[src/hw/rtl/rtc_pkg.sv]
// Package with the widths, types and micro-program of the closest-hit unit.
`timescale 1ns / 1ps
`default_nettype none
package rtc_pkg;

  localparam int COORD_W   = 32;
  localparam int FRAC_BITS = 16;
  localparam int TAG_W     = 32;
  localparam int NW        = COORD_W + 1;       // edge and direction width
  localparam int CW        = 2 * NW + 1;        // cross product width
  localparam int AW        = NW + CW + 4;       // dot product accumulator width
  localparam int QW        = FRAC_BITS + 1;     // quantised result width
  localparam int CNT_W     = $clog2(NW + QW);
  localparam int NOPS      = 24;
  localparam int OP_W      = $clog2(NOPS);
  localparam int QDEPTH    = 2;
  localparam int QPTR_W    = $clog2(QDEPTH);
  localparam int QCNT_W    = $clog2(QDEPTH + 1);
  localparam logic [QW-1:0] ONE_Q = QW'(1) << FRAC_BITS;

  // Operand selects of the shared multiplier.
  localparam logic [4:0] SEL_D0  = 5'd0;
  localparam logic [4:0] SEL_D1  = 5'd1;
  localparam logic [4:0] SEL_D2  = 5'd2;
  localparam logic [4:0] SEL_E10 = 5'd3;
  localparam logic [4:0] SEL_E11 = 5'd4;
  localparam logic [4:0] SEL_E12 = 5'd5;
  localparam logic [4:0] SEL_E20 = 5'd6;
  localparam logic [4:0] SEL_E21 = 5'd7;
  localparam logic [4:0] SEL_E22 = 5'd8;
  localparam logic [4:0] SEL_TV0 = 5'd9;
  localparam logic [4:0] SEL_TV1 = 5'd10;
  localparam logic [4:0] SEL_TV2 = 5'd11;
  localparam logic [4:0] SEL_PV0 = 5'd12;
  localparam logic [4:0] SEL_PV1 = 5'd13;
  localparam logic [4:0] SEL_PV2 = 5'd14;
  localparam logic [4:0] SEL_QV0 = 5'd15;
  localparam logic [4:0] SEL_QV1 = 5'd16;
  localparam logic [4:0] SEL_QV2 = 5'd17;

  // Destinations written at the end of a product group.
  localparam logic [3:0] DST_PV0  = 4'd0;
  localparam logic [3:0] DST_PV1  = 4'd1;
  localparam logic [3:0] DST_PV2  = 4'd2;
  localparam logic [3:0] DST_QV0  = 4'd3;
  localparam logic [3:0] DST_QV1  = 4'd4;
  localparam logic [3:0] DST_QV2  = 4'd5;
  localparam logic [3:0] DST_DET  = 4'd6;
  localparam logic [3:0] DST_U    = 4'd7;
  localparam logic [3:0] DST_V    = 4'd8;
  localparam logic [3:0] DST_T    = 4'd9;
  localparam logic [3:0] DST_NONE = 4'd10;

  // Quotient being formed.
  localparam logic [1:0] DIV_T = 2'd0;
  localparam logic [1:0] DIV_U = 2'd1;
  localparam logic [1:0] DIV_V = 2'd2;

  localparam logic CMD_RAY = 1'b0;

  typedef struct packed {
    logic       cmd;
    logic       last;
    logic [TAG_W-1:0] tag;
    logic [2:0][COORD_W-1:0] pa;  // ray origin or vertex a
    logic [2:0][NW-1:0] q1;       // direction or edge b - a
    logic [2:0][NW-1:0] q2;       // edge c - a
  } item_t;

  typedef struct packed {
    logic [4:0] a_sel;
    logic [4:0] b_sel;
    logic       sub;
    logic       first;
    logic [3:0] dst;
  } op_t;

  function automatic op_t mk(logic [4:0] a, logic [4:0] b, logic s, logic f,
                             logic [3:0] d);
    op_t o;
    o.a_sel = a;
    o.b_sel = b;
    o.sub   = s;
    o.first = f;
    o.dst   = d;
    return o;
  endfunction

  // Micro-program: both cross products, then the four dot products.
  function automatic op_t op_rom(logic [OP_W-1:0] idx);
    op_t o;
    unique case (idx)
      5'd0:    o = mk(SEL_D1,  SEL_E22, 1'b0, 1'b1, DST_NONE);
      5'd1:    o = mk(SEL_D2,  SEL_E21, 1'b1, 1'b0, DST_PV0);
      5'd2:    o = mk(SEL_D2,  SEL_E20, 1'b0, 1'b1, DST_NONE);
      5'd3:    o = mk(SEL_D0,  SEL_E22, 1'b1, 1'b0, DST_PV1);
      5'd4:    o = mk(SEL_D0,  SEL_E21, 1'b0, 1'b1, DST_NONE);
      5'd5:    o = mk(SEL_D1,  SEL_E20, 1'b1, 1'b0, DST_PV2);
      5'd6:    o = mk(SEL_TV1, SEL_E12, 1'b0, 1'b1, DST_NONE);
      5'd7:    o = mk(SEL_TV2, SEL_E11, 1'b1, 1'b0, DST_QV0);
      5'd8:    o = mk(SEL_TV2, SEL_E10, 1'b0, 1'b1, DST_NONE);
      5'd9:    o = mk(SEL_TV0, SEL_E12, 1'b1, 1'b0, DST_QV1);
      5'd10:   o = mk(SEL_TV0, SEL_E11, 1'b0, 1'b1, DST_NONE);
      5'd11:   o = mk(SEL_TV1, SEL_E10, 1'b1, 1'b0, DST_QV2);
      5'd12:   o = mk(SEL_E10, SEL_PV0, 1'b0, 1'b1, DST_NONE);
      5'd13:   o = mk(SEL_E11, SEL_PV1, 1'b0, 1'b0, DST_NONE);
      5'd14:   o = mk(SEL_E12, SEL_PV2, 1'b0, 1'b0, DST_DET);
      5'd15:   o = mk(SEL_TV0, SEL_PV0, 1'b0, 1'b1, DST_NONE);
      5'd16:   o = mk(SEL_TV1, SEL_PV1, 1'b0, 1'b0, DST_NONE);
      5'd17:   o = mk(SEL_TV2, SEL_PV2, 1'b0, 1'b0, DST_U);
      5'd18:   o = mk(SEL_D0,  SEL_QV0, 1'b0, 1'b1, DST_NONE);
      5'd19:   o = mk(SEL_D1,  SEL_QV1, 1'b0, 1'b0, DST_NONE);
      5'd20:   o = mk(SEL_D2,  SEL_QV2, 1'b0, 1'b0, DST_V);
      5'd21:   o = mk(SEL_E20, SEL_QV0, 1'b0, 1'b1, DST_NONE);
      5'd22:   o = mk(SEL_E21, SEL_QV1, 1'b0, 1'b0, DST_NONE);
      5'd23:   o = mk(SEL_E22, SEL_QV2, 1'b0, 1'b0, DST_T);
      default: o = mk(SEL_D0,  SEL_D0,  1'b0, 1'b1, DST_NONE);
    endcase
    return o;
  endfunction

endpackage
`default_nettype wire

[src/hw/rtl/rtc_front.sv]
// Front stage: takes input beats, forms the edge vectors and registers them.
`timescale 1ns / 1ps
`default_nettype none
module rtc_front (
  input  wire logic                        clk_i,
  input  wire logic                        rst_ni,
  input  wire logic                        in_valid_i,
  output logic                             in_ready_o,
  input  wire logic                        cmd_i,
  input  wire logic [31:0]                 ax_i,
  input  wire logic [31:0]                 ay_i,
  input  wire logic [31:0]                 az_i,
  input  wire logic [31:0]                 bx_i,
  input  wire logic [31:0]                 by_i,
  input  wire logic [31:0]                 bz_i,
  input  wire logic [31:0]                 cx_i,
  input  wire logic [31:0]                 cy_i,
  input  wire logic [31:0]                 cz_i,
  input  wire logic [31:0]                 tag_i,
  input  wire logic                        last_i,
  output logic                             f_valid_o,
  output rtc_pkg::item_t                   f_item_o,
  input  wire logic                        f_ready_i
);
  import rtc_pkg::*;

  logic  valid_q;
  item_t item_q;
  item_t item_d;
  logic  [2:0][COORD_W-1:0] a_c, b_c, c_c;

  assign in_ready_o = !valid_q || f_ready_i;
  assign f_valid_o  = valid_q;
  assign f_item_o   = item_q;

  // Edge vectors b - a and c - a, exact in one extra bit.
  always_comb begin
    a_c = {az_i[COORD_W-1:0], ay_i[COORD_W-1:0], ax_i[COORD_W-1:0]};
    b_c = {bz_i[COORD_W-1:0], by_i[COORD_W-1:0], bx_i[COORD_W-1:0]};
    c_c = {cz_i[COORD_W-1:0], cy_i[COORD_W-1:0], cx_i[COORD_W-1:0]};
    item_d.cmd  = cmd_i;
    item_d.last = last_i;
    item_d.tag  = tag_i[TAG_W-1:0];
    item_d.pa   = a_c;
    for (int i = 0; i < 3; i++) begin
      item_d.q1[i] = {b_c[i][COORD_W-1], b_c[i]} - {a_c[i][COORD_W-1], a_c[i]};
      item_d.q2[i] = {c_c[i][COORD_W-1], c_c[i]} - {a_c[i][COORD_W-1], a_c[i]};
    end
  end

  // Stage register.
  always_ff @(posedge clk_i or negedge rst_ni) begin
    if (!rst_ni) begin
      valid_q <= 1'b0;
    end else if (in_ready_o) begin
      valid_q <= in_valid_i;
    end
  end

  always_ff @(posedge clk_i) begin
    if (in_valid_i && in_ready_o) begin
      item_q <= item_d;
    end
  end

endmodule
`default_nettype wire

[config.mk]
export PLATFORM = sky130hd
export DESIGN_NAME = rtc_front
export DESIGN_NICKNAME = d
export VERILOG_FILES = /design/src/hw/rtl/rtc_pkg.sv /design/src/hw/rtl/rtc_front.sv
export SDC_FILE = /design/constraint.sdc
export NUM_CORES = 1
export LEC_CHECK = 0
export ABC_AREA = 1
export BUFFER_PORTS_ARGS = -buffer_cell sky130_fd_sc_hd__buf_2
export CAP_MARGIN = 20
export CORE_AREA = 2 2 253 255
export DETAILED_ROUTE_END_ITERATION = 8
export DIE_AREA = 0 0 255 257
export PLACE_DENSITY_LB_ADDON = 0.1
export SLEW_MARGIN = 20
export SYNTH_ARGS = -nofsm -noshare
export SYNTH_HDL_FRONTEND = slang
export SYNTH_SLANG_ARGS = --single-unit
[constraint.sdc]
create_clock -name clk_i -period 24.2 [get_ports clk_i]
set_clock_uncertainty 0.2 [all_clocks]
set_input_delay 2.42 -clock clk_i [delete_from_list [all_inputs] [get_ports clk_i]]
set_output_delay 2.42 -clock clk_i [all_outputs]
set_load 0.005 [all_outputs]
# Yosys cells after proc, flatten, opt, wreduce, memory -nomap -nowiden
# Index checks and enable logic that the tools add are counted.
classes:
  addsub: 6
  multipliers: 0
  div_mod_pow: 0
  order_cmp: 0
  n_eq_ne: 0
  shift: 0
  n_mux: 0
  bitwise: 0
  reduce_logical: 3
ops:
  columns: ["cell", "count"]
  rows:
  - ["$sub 32x32->33", 6]
  - ["$logic_and 1x1->1", 1]
  - ["$logic_not 1->1", 1]
  - ["$logic_or 1x1->1", 1]
word_totals:
  reg_bits: 329
  latchBits: 0
  ram_bits: 0
  mem_bits_ro: 0
  output_inout_bits: 330
  n_memories: 0

# Longest topological paths before layout
depth:
  depth_word: 3
  ltp_mapped: 14
  mapped_depth_nobuf: 14

# Worst setup path after synthesis
# OpenSTA, ideal clock, no wires.
synth_path:
  path_kind: "input to register"
  start: "input in_valid_i"
  end: "register item_q, in the netlist f_item_o[0] (enable)"
  setup_time_ps: 1126
  arrival_time_ps: 18176
  required_ps: 22874
  slack_ps: 4697
  stages: 2
  path_buffers: 0
  cell_sequence: "inv_1 -> a21oi_1"
synth_via:
  elab_chain_cells: 1
synth_rtl:
  columns: ["item", "line", "source"]
  rows:
  - ["from (decl)", "rtc_front.sv:7", "input wire logic in_valid_i,"]
  - ["$logic_and 1x1->1", "rtc_front.sv:61", "if (in_valid_i && in_ready_o) begin"]
  - ["to (signal assigned)", "rtc_front.sv:62", "item_q <= item_d;"]
  - ["to (decl)", "rtc_front.sv:28", "item_t item_q;"]
# Every way passes these cells.
# A chain may end at the register's enable or synchronous reset.

# Final worst setup path
layout_path:
  start: "input f_ready_i"
  end: "output in_ready_o"
layout_via:
  elab_chain_cells: 1
layout_rtl:
  columns: ["item", "line", "source"]
  rows:
  - ["from (decl)", "rtc_front.sv:23", "input wire logic f_ready_i"]
  - ["$logic_or 1x1->1", "rtc_front.sv:32", "assign in_ready_o = !valid_q || f_ready_i;"]
  - ["to (decl)", "rtc_front.sv:8", "output logic in_ready_o,"]
# Every way passes these cells.

==> metrics.txt <==
Seq/Total Area, Yosys=39.51%; worst r2r src=f_valid_o; Post-Synth XOR/XNOR Area=3.154%; fin cells=5,170; worst hold slack=0.4185 ns; Synth Area in Simple Gates=31.31%; setup TNS=0 ns; mapped cell area=24,990 um^2; Syn Inst Count=3,587; post-synthesis compound-gate area fraction=2.894%; largest net degree at the start of global routing=167; peak supply drop=0.04496 mV; first-pass GRT wire length=126,600 um; WP data required=21.58 ns; hold_buf cts=0; H-tree depth=2; hold depth=2; drt first pass iters=6; status=completed; via/cell ratio=4.555; WL final=84,570 um; die width=255 um; worst skew pair latency=0.56 ns; RSZ-0062 raised after global routing=no; critical path arrival=2.84 ns; Max Transition Viols Final=0; Initial DRC Count=1,286; Worst Hold End=f_valid_o; r2r setup slk=20.92 ns; yosys warns=0; post-layout util=48.97%; CP Capture Type=primary output; largest family of logic cells by synthesized area=simple AND/OR/NAND/NOR gates; clock sinks=329; I/O Pins=656; initial antenna violation count=20; Rows=92; Syn Nets=4,111; power density over cell area=59.46 nW/um^2; drc violations=0; vias post-DR=23,550; Tot GR Track Use=25.54%; worst setup margin=18.74 ns; worst-margin pin slew=1.027 ns; HPWL Detailed=72,480 um; fraction of layout cells with a size suffix above 1=17.79%; Port Buffer Count=655; area share of fa/ha/maj cells after synthesis=10.09%; fin crit share=22.58%; Clock Tree Buf Depth=3; worst hold start=f_valid_o; post-synth cell types=23; final antenna-violating net count=0; CTS tree=built; f_max=0.1830 GHz; Initial Util=39.84%; Root Driver=clkbuf_16; Die H=257 um; Post-CTS Setup Bufs=0; Worst Reg-to-Reg Cells=4; Final setup viols=0; Max Cap Viol=0; Critical Setup Path Class=in2out; Area Overhead vs Synth=22.93%; GRT overflow=0; nets=4,809; min Tclk post-route=5.463 ns; core box area=62,740 um^2; dpl cells=5,088; Startpoint Class=input port; CTS resizes=0; crit path max fanout=2; Placement Setup Slack=18.74 ns; synthesized area per cell=6.967 um^2; multi-input logic area=11,870 um^2; static leakage=0.01801 uW; Layout fillers=6,477; DIE AREA=65,540 um^2; worst hold-check path type=reg2reg; relative slew slack=31.56%; mux share of post-synthesis cell area=0%; final hold vios=0; Worst-path clk slew=0.05 ns; RD Place Congestion=0.9263; Seq cells post-synth=329; worst r2r dst=f_item_o[45]; DR WL/cell=16.36 um; vias in the first global route=22,700; CTS Buf Count=41; Reg area=9874 um^2
[metal layers]
metal | track usage [%] | wire length [um]
met2 | 42.18 | 38940
met3 | 5.786 | 6223
met1 | 32.85 | 36410
met4 | 8.528 | 2813
met5 | 0 | 184
[sequential cells by signal, summed over array words and instances, names as in the netlist]
register,flops
f_item_o,328
f_valid_o,1
[cell type report]
class,count,area share [%]
clock inverters,27,0.8512
well taps,846,3.445
inverters,859,10.50
flip-flops and latches,329,32.14
clock buffers,48,3.564
repair buffers,659,10.81
multi-input cells,2395,38.64
diodes,7,0.05702
[cell usage after synthesis]
master | number | share of area (%)
ha_1 | 192 | 9.6
and2_1 | 12 | 0.30
nand4_1 | 24 | 0.60
fa_1 | 6 | 0.48
or2_1 | 6 | 0.15
xor2_1 | 78 | 2.7
nor2_1 | 247 | 3.7
xnor2_1 | 12 | 0.42
buf_6 | 1 | 0.045
nand2_1 | 1489 | 22
a21oi_1 | 123 | 2.5
dfrtp_1 | 1 | 0.10
nor3_1 | 12 | 0.24
nor2_2 | 1 | 0.025
a21oi_2 | 2 | 0.070
a21o_1 | 6 | 0.18
buf_4 | 3 | 0.090
nand2_2 | 39 | 0.98
nand3_2 | 7 | 0.28
edfxtp_1 | 328 | 39
nand3_1 | 133 | 2.7
inv_1 | 859 | 13
o21bai_1 | 6 | 0.18
[stage by stage]
stage	power, uW	cell area [um^2]
6_report	1827	30720
3_3_place_gp	1207	29350
5_1_grt	1931	30720
4_1_cts	1844	30700
3_5_place_dp	1209	29350
2_1_floorplan	1038	24990
[logic make-up (layout without fill, tap and decap cells)]
| logic type | after synthesis | in the layout |
|---|---|---|
| xor+xnor | 90 | 90 |
| simple gates | 1970 | 1970 |
| fa+ha+maj | 198 | 198 |
| other cells | 0 | 7 |
| buf+inv | 863 | 1593 |
| compound gates | 137 | 137 |
| flops | 329 | 329 |
[power breakdown]
group / internal [uW] / switching [uW]
logic: 172 / 312
clock network: 376 / 253
registers: 699 / 14.9
[how the worst max path moves through the flow]
stage | startpoint | end | slack, ns | cells past startpoint
finish | f_ready_i | in_ready_o | 18.74 | 4
global route | f_ready_i | in_ready_o | 18.67 | 4
CTS | f_ready_i | in_ready_o | 18.74 | 4
detailed placement | f_ready_i | f_item_o[242] | 18.74 | 6
global placement | f_ready_i | in_ready_o | 18.73 | 4
floorplan | in_valid_i | f_item_o[0] | 4.70 | 2
[worst max-delay path, stage by stage]
cell and delay, ns:
buf_2 0.10, inv_1 0.10, nand2_1 0.09, buf_2 0.14
[cells in the final DEF (no fill, tap or decap)]
cell type   synthesis  routed
clkinv_2            0       6
nand4_1            24      24
or2_1               6       6
nand2_2            39      39
xor2_1             78      78
nand3_2             7       7
bufinv_16           0       5
clkbuf_1            0       5
xnor2_1            12      12
ha_1              192     192
clkinvlp_4          0       3
buf_2               0     655
inv_6               0       1
clkinv_1            0      11
a21oi_1           123     122
a21o_1              6       6
a21oi_2             2       2
nand3_1           133     133
buf_4               3       3
fa_1                6       6
edfxtp_1          328     328
clkbuf_16           0      43
dfrtp_1             1       1
nor3_1             12      12
clkinv_4            0       1
nor2_2              1       1
diode_2             0       7
nor2_1            247     247
buf_12              0       1
nand2_1          1489    1489
a21oi_4             0       1
and2_1             12      12
o21bai_1            6       6
inv_1             859     859
(Power assumes the default switching activity.)
