## src/hw/rtl/rtc_pkg.sv

```systemverilog
// Package with the widths, types and micro-program of the closest-hit unit.
`timescale 1ns / 1ps
`default_nettype none
package rtc_pkg;

  localparam int COORD_W   = 32;
  localparam int FRAC_BITS = 16;
  localparam int TAG_W     = 32;
  localparam int NW        = COORD_W + 1;       // edge and direction width
  localparam int CW        = 2 * NW + 1;        // cross product width
  localparam int AW        = NW + CW + 4;       // dot product accumulator width
  localparam int QW        = FRAC_BITS + 1;     // quantised result width
  localparam int CNT_W     = $clog2(NW + QW);
  localparam int NOPS      = 24;
  localparam int OP_W      = $clog2(NOPS);
  localparam int QDEPTH    = 2;
  localparam int QPTR_W    = $clog2(QDEPTH);
  localparam int QCNT_W    = $clog2(QDEPTH + 1);
  localparam logic [QW-1:0] ONE_Q = QW'(1) << FRAC_BITS;

  // Operand selects of the shared multiplier.
  localparam logic [4:0] SEL_D0  = 5'd0;
  localparam logic [4:0] SEL_D1  = 5'd1;
  localparam logic [4:0] SEL_D2  = 5'd2;
  localparam logic [4:0] SEL_E10 = 5'd3;
  localparam logic [4:0] SEL_E11 = 5'd4;
  localparam logic [4:0] SEL_E12 = 5'd5;
  localparam logic [4:0] SEL_E20 = 5'd6;
  localparam logic [4:0] SEL_E21 = 5'd7;
  localparam logic [4:0] SEL_E22 = 5'd8;
  localparam logic [4:0] SEL_TV0 = 5'd9;
  localparam logic [4:0] SEL_TV1 = 5'd10;
  localparam logic [4:0] SEL_TV2 = 5'd11;
  localparam logic [4:0] SEL_PV0 = 5'd12;
  localparam logic [4:0] SEL_PV1 = 5'd13;
  localparam logic [4:0] SEL_PV2 = 5'd14;
  localparam logic [4:0] SEL_QV0 = 5'd15;
  localparam logic [4:0] SEL_QV1 = 5'd16;
  localparam logic [4:0] SEL_QV2 = 5'd17;

  // Destinations written at the end of a product group.
  localparam logic [3:0] DST_PV0  = 4'd0;
  localparam logic [3:0] DST_PV1  = 4'd1;
  localparam logic [3:0] DST_PV2  = 4'd2;
  localparam logic [3:0] DST_QV0  = 4'd3;
  localparam logic [3:0] DST_QV1  = 4'd4;
  localparam logic [3:0] DST_QV2  = 4'd5;
  localparam logic [3:0] DST_DET  = 4'd6;
  localparam logic [3:0] DST_U    = 4'd7;
  localparam logic [3:0] DST_V    = 4'd8;
  localparam logic [3:0] DST_T    = 4'd9;
  localparam logic [3:0] DST_NONE = 4'd10;

  // Quotient being formed.
  localparam logic [1:0] DIV_T = 2'd0;
  localparam logic [1:0] DIV_U = 2'd1;
  localparam logic [1:0] DIV_V = 2'd2;

  localparam logic CMD_RAY = 1'b0;

  typedef struct packed {
    logic       cmd;
    logic       last;
    logic [TAG_W-1:0] tag;
    logic [2:0][COORD_W-1:0] pa;  // ray origin or vertex a
    logic [2:0][NW-1:0] q1;       // direction or edge b - a
    logic [2:0][NW-1:0] q2;       // edge c - a
  } item_t;

  typedef struct packed {
    logic [4:0] a_sel;
    logic [4:0] b_sel;
    logic       sub;
    logic       first;
    logic [3:0] dst;
  } op_t;

  function automatic op_t mk(logic [4:0] a, logic [4:0] b, logic s, logic f,
                             logic [3:0] d);
    op_t o;
    o.a_sel = a;
    o.b_sel = b;
    o.sub   = s;
    o.first = f;
    o.dst   = d;
    return o;
  endfunction

  // Micro-program: both cross products, then the four dot products.
  function automatic op_t op_rom(logic [OP_W-1:0] idx);
    op_t o;
    unique case (idx)
      5'd0:    o = mk(SEL_D1,  SEL_E22, 1'b0, 1'b1, DST_NONE);
      5'd1:    o = mk(SEL_D2,  SEL_E21, 1'b1, 1'b0, DST_PV0);
      5'd2:    o = mk(SEL_D2,  SEL_E20, 1'b0, 1'b1, DST_NONE);
      5'd3:    o = mk(SEL_D0,  SEL_E22, 1'b1, 1'b0, DST_PV1);
      5'd4:    o = mk(SEL_D0,  SEL_E21, 1'b0, 1'b1, DST_NONE);
      5'd5:    o = mk(SEL_D1,  SEL_E20, 1'b1, 1'b0, DST_PV2);
      5'd6:    o = mk(SEL_TV1, SEL_E12, 1'b0, 1'b1, DST_NONE);
      5'd7:    o = mk(SEL_TV2, SEL_E11, 1'b1, 1'b0, DST_QV0);
      5'd8:    o = mk(SEL_TV2, SEL_E10, 1'b0, 1'b1, DST_NONE);
      5'd9:    o = mk(SEL_TV0, SEL_E12, 1'b1, 1'b0, DST_QV1);
      5'd10:   o = mk(SEL_TV0, SEL_E11, 1'b0, 1'b1, DST_NONE);
      5'd11:   o = mk(SEL_TV1, SEL_E10, 1'b1, 1'b0, DST_QV2);
      5'd12:   o = mk(SEL_E10, SEL_PV0, 1'b0, 1'b1, DST_NONE);
      5'd13:   o = mk(SEL_E11, SEL_PV1, 1'b0, 1'b0, DST_NONE);
      5'd14:   o = mk(SEL_E12, SEL_PV2, 1'b0, 1'b0, DST_DET);
      5'd15:   o = mk(SEL_TV0, SEL_PV0, 1'b0, 1'b1, DST_NONE);
      5'd16:   o = mk(SEL_TV1, SEL_PV1, 1'b0, 1'b0, DST_NONE);
      5'd17:   o = mk(SEL_TV2, SEL_PV2, 1'b0, 1'b0, DST_U);
      5'd18:   o = mk(SEL_D0,  SEL_QV0, 1'b0, 1'b1, DST_NONE);
      5'd19:   o = mk(SEL_D1,  SEL_QV1, 1'b0, 1'b0, DST_NONE);
      5'd20:   o = mk(SEL_D2,  SEL_QV2, 1'b0, 1'b0, DST_V);
      5'd21:   o = mk(SEL_E20, SEL_QV0, 1'b0, 1'b1, DST_NONE);
      5'd22:   o = mk(SEL_E21, SEL_QV1, 1'b0, 1'b0, DST_NONE);
      5'd23:   o = mk(SEL_E22, SEL_QV2, 1'b0, 1'b0, DST_T);
      default: o = mk(SEL_D0,  SEL_D0,  1'b0, 1'b1, DST_NONE);
    endcase
    return o;
  endfunction

endpackage
`default_nettype wire

```

## src/hw/rtl/rtc_queue.sv

```systemverilog
// Two-entry queue between the front stage and the intersection engine.
`timescale 1ns / 1ps
`default_nettype none
module rtc_queue (
  input  wire logic           clk_i,
  input  wire logic           rst_ni,
  input  wire logic           wr_valid_i,
  input  wire rtc_pkg::item_t wr_item_i,
  output logic                wr_ready_o,
  output logic                rd_valid_o,
  output rtc_pkg::item_t      rd_item_o,
  input  wire logic           rd_ready_i
);
  import rtc_pkg::*;

  item_t mem_q [QDEPTH];
  logic [QPTR_W-1:0] wr_ptr_q, rd_ptr_q;
  logic [QCNT_W-1:0] cnt_q;
  logic push, pop;

  assign wr_ready_o = cnt_q != QCNT_W'(QDEPTH);
  assign rd_valid_o = cnt_q != '0;
  assign rd_item_o  = mem_q[rd_ptr_q];
  assign push       = wr_valid_i && wr_ready_o;
  assign pop        = rd_valid_o && rd_ready_i;

  // Pointers and fill level.
  always_ff @(posedge clk_i or negedge rst_ni) begin
    if (!rst_ni) begin
      wr_ptr_q <= '0;
      rd_ptr_q <= '0;
      cnt_q    <= '0;
    end else begin
      if (push) wr_ptr_q <= wr_ptr_q + 1'b1;
      if (pop)  rd_ptr_q <= rd_ptr_q + 1'b1;
      if (push && !pop) cnt_q <= cnt_q + 1'b1;
      else if (pop && !push) cnt_q <= cnt_q - 1'b1;
    end
  end

  always_ff @(posedge clk_i) begin
    if (push) mem_q[wr_ptr_q] <= wr_item_i;
  end

endmodule
`default_nettype wire

```

## config.mk

```make
export PLATFORM = sky130hd
export DESIGN_NAME = rtc_queue
export DESIGN_NICKNAME = d
export VERILOG_FILES = /design/src/hw/rtl/rtc_pkg.sv /design/src/hw/rtl/rtc_queue.sv
export SDC_FILE = /design/constraint.sdc
export NUM_CORES = 1
export LEC_CHECK = 0
export BUFFER_PORTS_ARGS = -buffer_cell sky130_fd_sc_hd__buf_2
export CORE_AREA = 2 2 256 258
export CTS_CLUSTER_SIZE = 30
export DETAILED_ROUTE_END_ITERATION = 6
export DIE_AREA = 0 0 258 260
export SYNTH_ARGS = -nofsm -noshare
export SYNTH_HDL_FRONTEND = slang
export SYNTH_SLANG_ARGS = --single-unit
export TNS_END_PERCENT = 30
```

## constraint.sdc

```tcl
create_clock -name clk_i -period 18.44 [get_ports clk_i]
set_input_delay 0.922 -clock clk_i [delete_from_list [all_inputs] [get_ports clk_i]]
set_output_delay 0.922 -clock clk_i [all_outputs]
set_load 0.1 [all_outputs]
```

Word level (Yosys, flattened, before mapping)
Memory sizes are Yosys's and may differ from the RTL's.
Index checks and enable logic that the tools add are counted.
{ "totals": {"mem_bits_rw": 656, "output_inout_bits": 330, "latchBits": 0, "wordCells": 21, "romBits": 0, "n_memories": 1, "reg_bits": 4} }
{ "op_classes": {"reduce_logical": 8, "n_shift": 0, "bitwise": 0, "n_eq_ne": 1, "multipliers": 0, "add_sub_neg": 4, "n_lt_le_gt_ge": 0, "div_mod_pow": 0, "mux": 4} }
{ "mem_list": {"columns": ["name", "words", "word_bits", "rd", "rd_ports_with_merged_regs", "wr", "line_no", "source"], "rows": [
  ["mem_q", 2, 328, 1, 0, 1, "rtc_queue.sv:16", "item_t mem_q [QDEPTH];"]
]} }
{ "op_table": {"columns": ["operator", "count"], "rows": [
  ["logical AND 1 bit", 4],
  ["two-way mux 2 bit", 2],
  ["nonzero test 2 bit", 2],
  ["adder 1 bit (second input constant)", 2],
  ["adder 2 x 1 -> 2 bit (second input constant)", 1],
  ["zero test 1 bit", 2],
  ["two-way mux 1 bit", 2],
  ["inequality test 2 bit (second input constant)", 1],
  ["subtractor 2 x 1 -> 2 bit (second input constant)", 1]
]} }

Longest topological paths before layout
Gate-level depths: netlist (run 1).
{ "depth": {"ltp_word": 6, "depth_mapped": 7, "ltp_nobuf": 7} }

Worst setup path after synthesis (run 1)
Ideal clock, no wire load.
{ "synth_timing": {"kind": "reg2reg", "from": "register cnt_q[0]", "to": "memory mem_q[0][0] (netlist bit), enable pin", "n_path_buf": 0, "stages_incl_launch_ff": 4, "path_slack_ps": 2329, "required_time_ps": 17414, "t_arrival_ps": 15085, "setup_ps": 1026, "path_cell_list": "dfrtp_1 > nand2b_1 > nand2_1 > nor2_1"} }
{ "synth_via": {"elab_chain_cells": 4} }
{ "synth_rtl": {"columns": ["element", "line_no", "source"], "rows": [
  ["start: declaration", "rtc_queue.sv:18", "logic [QCNT_W-1:0] cnt_q;"],
  ["start signal: assignment", "rtc_queue.sv:36", "if (push && !pop) cnt_q <= cnt_q + 1'b1;"],
  ["start signal: assignment", "rtc_queue.sv:37", "else if (pop && !push) cnt_q <= cnt_q - 1'b1;"],
  ["inequality test 2 bit", "rtc_queue.sv:21", "assign wr_ready_o = cnt_q != QCNT_W'(QDEPTH);"],
  ["net wr_ready_o", "rtc_queue.sv:9", "output logic wr_ready_o,"],
  ["logical AND 1 bit", "rtc_queue.sv:24", "assign push = wr_valid_i && wr_ready_o;"],
  ["two-way mux 1 bit", "rtc_queue.sv:42", "if (push) mem_q[wr_ptr_q] <= wr_item_i;"],
  ["two-way mux 1 bit (implied by the code)", "rtc_queue.sv:42", null],
  ["end: declaration", "rtc_queue.sv:16", null]
]} }
The timed path passes the listed nets, and every way through them passes these cells.

==> impl_metrics.env, run 1 <==
export IMPL_routed_via_density=4.65
export IMPL_rsz0062_at_grt="no"
export IMPL_core_um2=64100
export IMPL_antenna_found_initial=30
export IMPL_post_cts_resized=0
export IMPL_ant_nets=0
export IMPL_ys_flop_type="edfxtp_1"
export IMPL_place_congestion=0.814
export IMPL_drt_iter0_markers=716
export IMPL_max_freq_mhz=167
export IMPL_synth_distinct_cells=17
export IMPL_cts_buffers=71
export IMPL_postSynth_asyncResetShare_pct=0.606
export IMPL_synth_edf_count=656
export IMPL_grtUsageTotal_pct=16.6
export IMPL_end_kind="primary output"
export IMPL_grt_pass1_vias=13200
export IMPL_finalSetupViolations=0
export IMPL_rows=93
export IMPL_wl_per_cell_um=21.7
export IMPL_synth_seq_cells=660
export IMPL_grt_max_degree=153
export IMPL_firstDrtPassIters=4
export IMPL_drive_above_1_share_pct=60.9
export IMPL_cts_setup_buffers=0
export IMPL_synth_common_cells="edfxtp_1 (656), mux2_4 (303), buf_12 (33)"
export IMPL_ios=662
export IMPL_yosysSeqAreaShare_pct=77.9
export IMPL_chipWidth_um=258
export IMPL_synth_top_area_share_pct=77.5
export IMPL_cts_hold_buf=0
export IMPL_multiInputGateArea_um2=4930
export IMPL_vias=12400
export IMPL_synthCells=1039
export IMPL_min_path_type="in -> async"
export IMPL_wirelength_um=58000
export IMPL_grt_first_pass_wirelength_um=82400
export IMPL_synthTopCellsByArea="edfxtp_1 (77%), mux2_4 (18%), buf_12 (2.6%)"
export IMPL_tns_ns=0
export IMPL_worstPathMaxFanout=56
export IMPL_area_growth_pct=23.6
export IMPL_cts_root_buf="clkbuf_16"
export IMPL_start_util_pct=39.7
export IMPL_synth_nets=1372
export IMPL_critPathRequiredTime_ns=17.52
export IMPL_arrival_ns=5.05
export IMPL_tightest_slew_ns=1.21
export IMPL_port_buffers=661
export IMPL_final_net_count=2081
export IMPL_post_route_min_period_ns=5.97
export IMPL_worstSetupPathType="reg -> out"
export IMPL_dpl_hpwl_um=40500
export IMPL_ys_warn_count=0
export IMPL_report_final_slew_viol_count=0
export IMPL_cts_max_level=3
export IMPL_die_area_um2=67100
export IMPL_post_route_period_util_pct=32.4
export IMPL_drc=0
export IMPL_register_area_um2=19800
export IMPL_syn_avg_cell_area_um2=24.5
export IMPL_max_slew_margin_pct=19.2
export IMPL_finalClockSkew_ns=0.0177
export IMPL_cts_tree="built"
export IMPL_ff2ff_setup_slack_ns=14.55
export IMPL_cap_violations=0
export IMPL_fillers=5332
export IMPL_clock_latency_ns=0.59
export IMPL_status="complete, no violations"
export IMPL_clk_pin_slew_worst_paths_ns=0.06
export IMPL_grt_overflow=0
export IMPL_dieHeight_um=260
export IMPL_cp_start_kind="flop"
export IMPL_hold_viol_final=0
export IMPL_netlist_area_um2=25400
export IMPL_clk_path_buf_depth=3
export IMPL_yosys_area_top_type="edfxtp_1"
export IMPL_yosysMostFrequentCell="edfxtp_1"
export IMPL_cts_sinks=660
-- worst max-delay path: stages (launching register included) --
cell and delay [ns]:
dfrtp_4 1.00, buf_4 0.81, buf_4 0.90, buf_4 0.89, mux2_4 0.30, buf_2 0.42
-- layout by cell type (no fill, tap or decap) --
cell type and n:
clkbuf_16 71, buf_4 10, mux2_4 303, diode_2 19, clkinv_1 15, buf_12 2, buf_2 661, xor2_1 2
edfxtp_1 656, nor2_1 1, ha_1 1, and3_4 1, inv_6 2, clkbuf_1 18, dfrtp_1 3, dfrtp_4 1
nand2_1 2, mux2_2 25, clkinv_2 10, clkinv_8 2, clkinvlp_4 3, bufinv_16 4, inv_1 1, xnor2_1 3
nor2_4 1, nand2b_1 1, or2_2 1
-- registers in the layout, indices dropped and copies added (netlist names) --
| signal | count |
|---|---|
| cnt_q | 2 |
| rd_ptr_q | 1 |
| wr_ptr_q | 1 |
| mem_q | 656 |
-- metrics by stage --
stage	instance area [µm²]	util, %	std cells	worst slack, ns	hold slack, ns
floorplan	25400	-	1039	2.33	0.456
finish	31400	49.0	2674	12.47	0.140
global route	31400	49.0	2670	12.18	0.101
detailed placement	29200	45.6	2530	13.02	0.475
CTS	31400	48.9	2655	12.36	0.0851
global placement	29200	45.6	2530	13.11	0.474
-- final timing paths --
path / to / cells past startpoint / start
worst max-delay path: rd_item_o[16] / 5 / rd_ptr_q
worst min-delay path: cnt_q[1] / 1 / rst_ni
worst max register to register: mem_q[0][2] / 6 / cnt_q[0]
worst min register to register: cnt_q[1] / 1 / cnt_q[1]
max in group asynchronous: rd_ptr_q / 1 / rst_ni
min in group clk_i: cnt_q[1] / 1 / cnt_q[1]
-- routing by layer --
metal / GRT usage, % / vias up / wire (µm)
met5: 0 / - / 148
met1: 17.0 / 6140 / 19900
met2: 28.7 / 501 / 29500
li1: - / 5599 / -
met3: 7.26 / 166 / 5710
met4: 8.75 / 24 / 2700
-- cell families (layout without fill, tap and decap cells) --
group / after synthesis / in the layout / share of synthesized area (%)
buffers and inverters: 38 / 799 / 2.78
muxes: 328 / 328 / 19.0
other: 0 / 19 / 0
DFF: 660 / 660 / 77.9
and+or+nand+nor: 7 / 7 / 0.133
xor gates and xnor gates: 5 / 5 / 0.172
adders and majority gates: 1 / 1 / 0.0492
-- area by class of cell --
class / instances / share of cell area, %
Inverter: 1 / 0.0119
Tap cell: 855 / 3.40
Clock buffer: 89 / 5.87
Timing Repair Buffer: 673 / 10.9
Multi-Input combinational cell: 341 / 15.7
Clock inverter: 36 / 0.952
Sequential cell: 660 / 63.0
Antenna cell: 19 / 0.151
Power of run 1 is left out: the tool's default activity adds up to more than one toggle a clock period on the data nets, which glitch-free logic cannot reach.
==> run 2, diff against run 1 <==
==> constraint.sdc (replaced) <==
create_clock -name clk_i -period 6.2 [get_ports clk_i]
set_input_delay 0.31 -clock clk_i [delete_from_list [all_inputs] [get_ports clk_i]]
set_output_delay 0.31 -clock clk_i [all_outputs]
set_load 0.1 [all_outputs]
==> run 2 against run 1 <==
Effect of this change:
- critical path depth down 2
- largest cell class unchanged
- non-clock buffer count increased by 332
- die area is the same
- routed wire length grew 2.9%
- critical endpoint is now rd_item_o[195]
- sequential share of layout area down 6.2 points
- via count is 9.8% higher
- flip-flop and latch count unchanged
==> impl_metrics.env, run 2 (synthesis results as in run 1) <==
export IMPL_path_cells="buf_12 -> mux2_4 -> buf_2"
export IMPL_antenna_found_initial=3
export IMPL_cts_tree="built"
export IMPL_worstSetupPathType="reg -> out"
export IMPL_firstDrtPassIters=7
export IMPL_hold_viol_final=0
export IMPL_cts_buffers=69
export IMPL_routed_via_density=4.57
export IMPL_cap_violations=0
export IMPL_post_route_min_period_ns=3.60
export IMPL_report_final_slew_viol_count=0
export IMPL_clk_pin_slew_worst_paths_ns=0.06
export IMPL_path_buf_inv=2
export IMPL_wl_per_cell_um=20.0
export IMPL_drive_above_1_share_pct=51.9
export IMPL_post_cts_resized=0
export IMPL_cts_max_level=3
export IMPL_pre_cts_slack_ns=3.22
export IMPL_critPathTopFamily="buffers and inverters"
export IMPL_clk_path_buf_depth=3
export IMPL_finalClockSkew_ns=0.0197
export IMPL_holdWs_ns=0.0445
export IMPL_port_buffers=661
export IMPL_max_stage_delay_ns=1.06
export IMPL_worstPathMaxFanout=114
export IMPL_cts_sinks=660
export IMPL_tightest_slew_ns=1.15
export IMPL_largest_reg_flops=656
export IMPL_start_util_pct=39.7
export IMPL_min_path_type="in -> reg"
export IMPL_ios=662
export IMPL_final_common_cell="buf_2"
export IMPL_vias=13700
export IMPL_rsz0062_at_grt="no"
export IMPL_tns_ns=0
export IMPL_setup_ws_ns=2.60
export IMPL_cts_hold_buf=330
export IMPL_die_area_um2=67100
export IMPL_drc=0
export IMPL_cts_setup_buffers=0
export IMPL_max_freq_mhz=278
export IMPL_rows=93
export IMPL_place_congestion=0.822
export IMPL_grtUsageTotal_pct=17.2
export IMPL_post_route_period_util_pct=58.0
export IMPL_cts_root_buf="clkbuf_16"
export IMPL_arrival_ns=3.29
export IMPL_register_area_um2=19800
export IMPL_max_slew_margin_pct=23.5
export IMPL_clock_latency_ns=0.58
export IMPL_grt_first_pass_wirelength_um=87700
export IMPL_final_net_count=2411
export IMPL_core_um2=64100
export IMPL_end_kind="primary output"
export IMPL_ant_nets=0
export IMPL_cp_slowest_cell="dfrtp_4"
export IMPL_multiInputGateArea_um2=4940
export IMPL_critPathRequiredTime_ns=5.89
export IMPL_wirelength_um=59700
export IMPL_area_growth_pct=37.0
export IMPL_grt_max_degree=169
export IMPL_grt_overflow=0
export IMPL_reg_top3="mem_q (656), cnt_q (2)"
export IMPL_cp_start_kind="flop"
export IMPL_drt_iter0_markers=737
export IMPL_dpl_hpwl_um=39800
export IMPL_grt_pass1_vias=14900
export IMPL_dieHeight_um=260
export IMPL_chipWidth_um=258
export IMPL_fillers=5061
export IMPL_status="complete, no violations"
export IMPL_finalSetupViolations=0
export IMPL_layout_common_cells="buf_2 (661), edfxtp_1 (656), dlygate4sd3_1 (330)"
export IMPL_regMostFlops="mem_q"
## run 2: changes by cell type in the layout (fill, tap and decap cells not counted), moves of 2 or more
cell           before  now
bufinv_16           4    7
buf_4              10    8
diode_2            19    4
buf_12              2    6
clkinv_1           15    9
dlygate4sd3_1       0  330
clkinvlp_4          3    6
## run 2: per-layer routing
metal	track usage, %	vias to the layer above	wire length (µm)
li1	-	6238	-
met1	19.6	6746	22700
met4	7.71	2	2260
met3	6.17	128	5290
met2	29.0	539	29400
met5	0	-	11
## run 2: final timing paths
check / from / to / slack [ns] / cells after the start
min reg2reg: cnt_q[0] / cnt_q[0] / 0.54 / 1
max reg2reg: cnt_q[0] / mem_q[0][90] / 3.74 / 4
max in group asynchronous: rst_ni / rd_ptr_q / 5.97 / 2
max: rd_ptr_q / rd_item_o[195] / 2.60 / 3
min in group asynchronous: rst_ni / rd_ptr_q / 0.10 / 2
min: wr_valid_i / wr_ptr_q / 0.04 / 3
## run 2: worst min-delay path, cell delays in order
cell and delay [ns]:
buf_2 0.11, nand2_2 0.10, xnor2_1 0.07
## run 2: metrics by stage
step                std cells  instance area [µm²]  util [%]
floorplan                1039                25400         -
CTS                      2984                34800      54.3
global placement         2532                29300      45.7
detailed placement       2532                29300      45.7
finish                   2988                34800      54.3
global route             2985                34800      54.3
## run 2: area by class of cell
type                    instances  share of cell area [%]
flip-flops and latches        660                    56.9
multi-input cells             341                    14.2
inverters                       1                  0.0108
clock buffers                  87                    5.21
diodes                          4                  0.0287
clock inverters                35                    1.12
repair buffers               1005                    19.5
well taps                     855                    3.07
Power of run 2 is left out for the same reason.
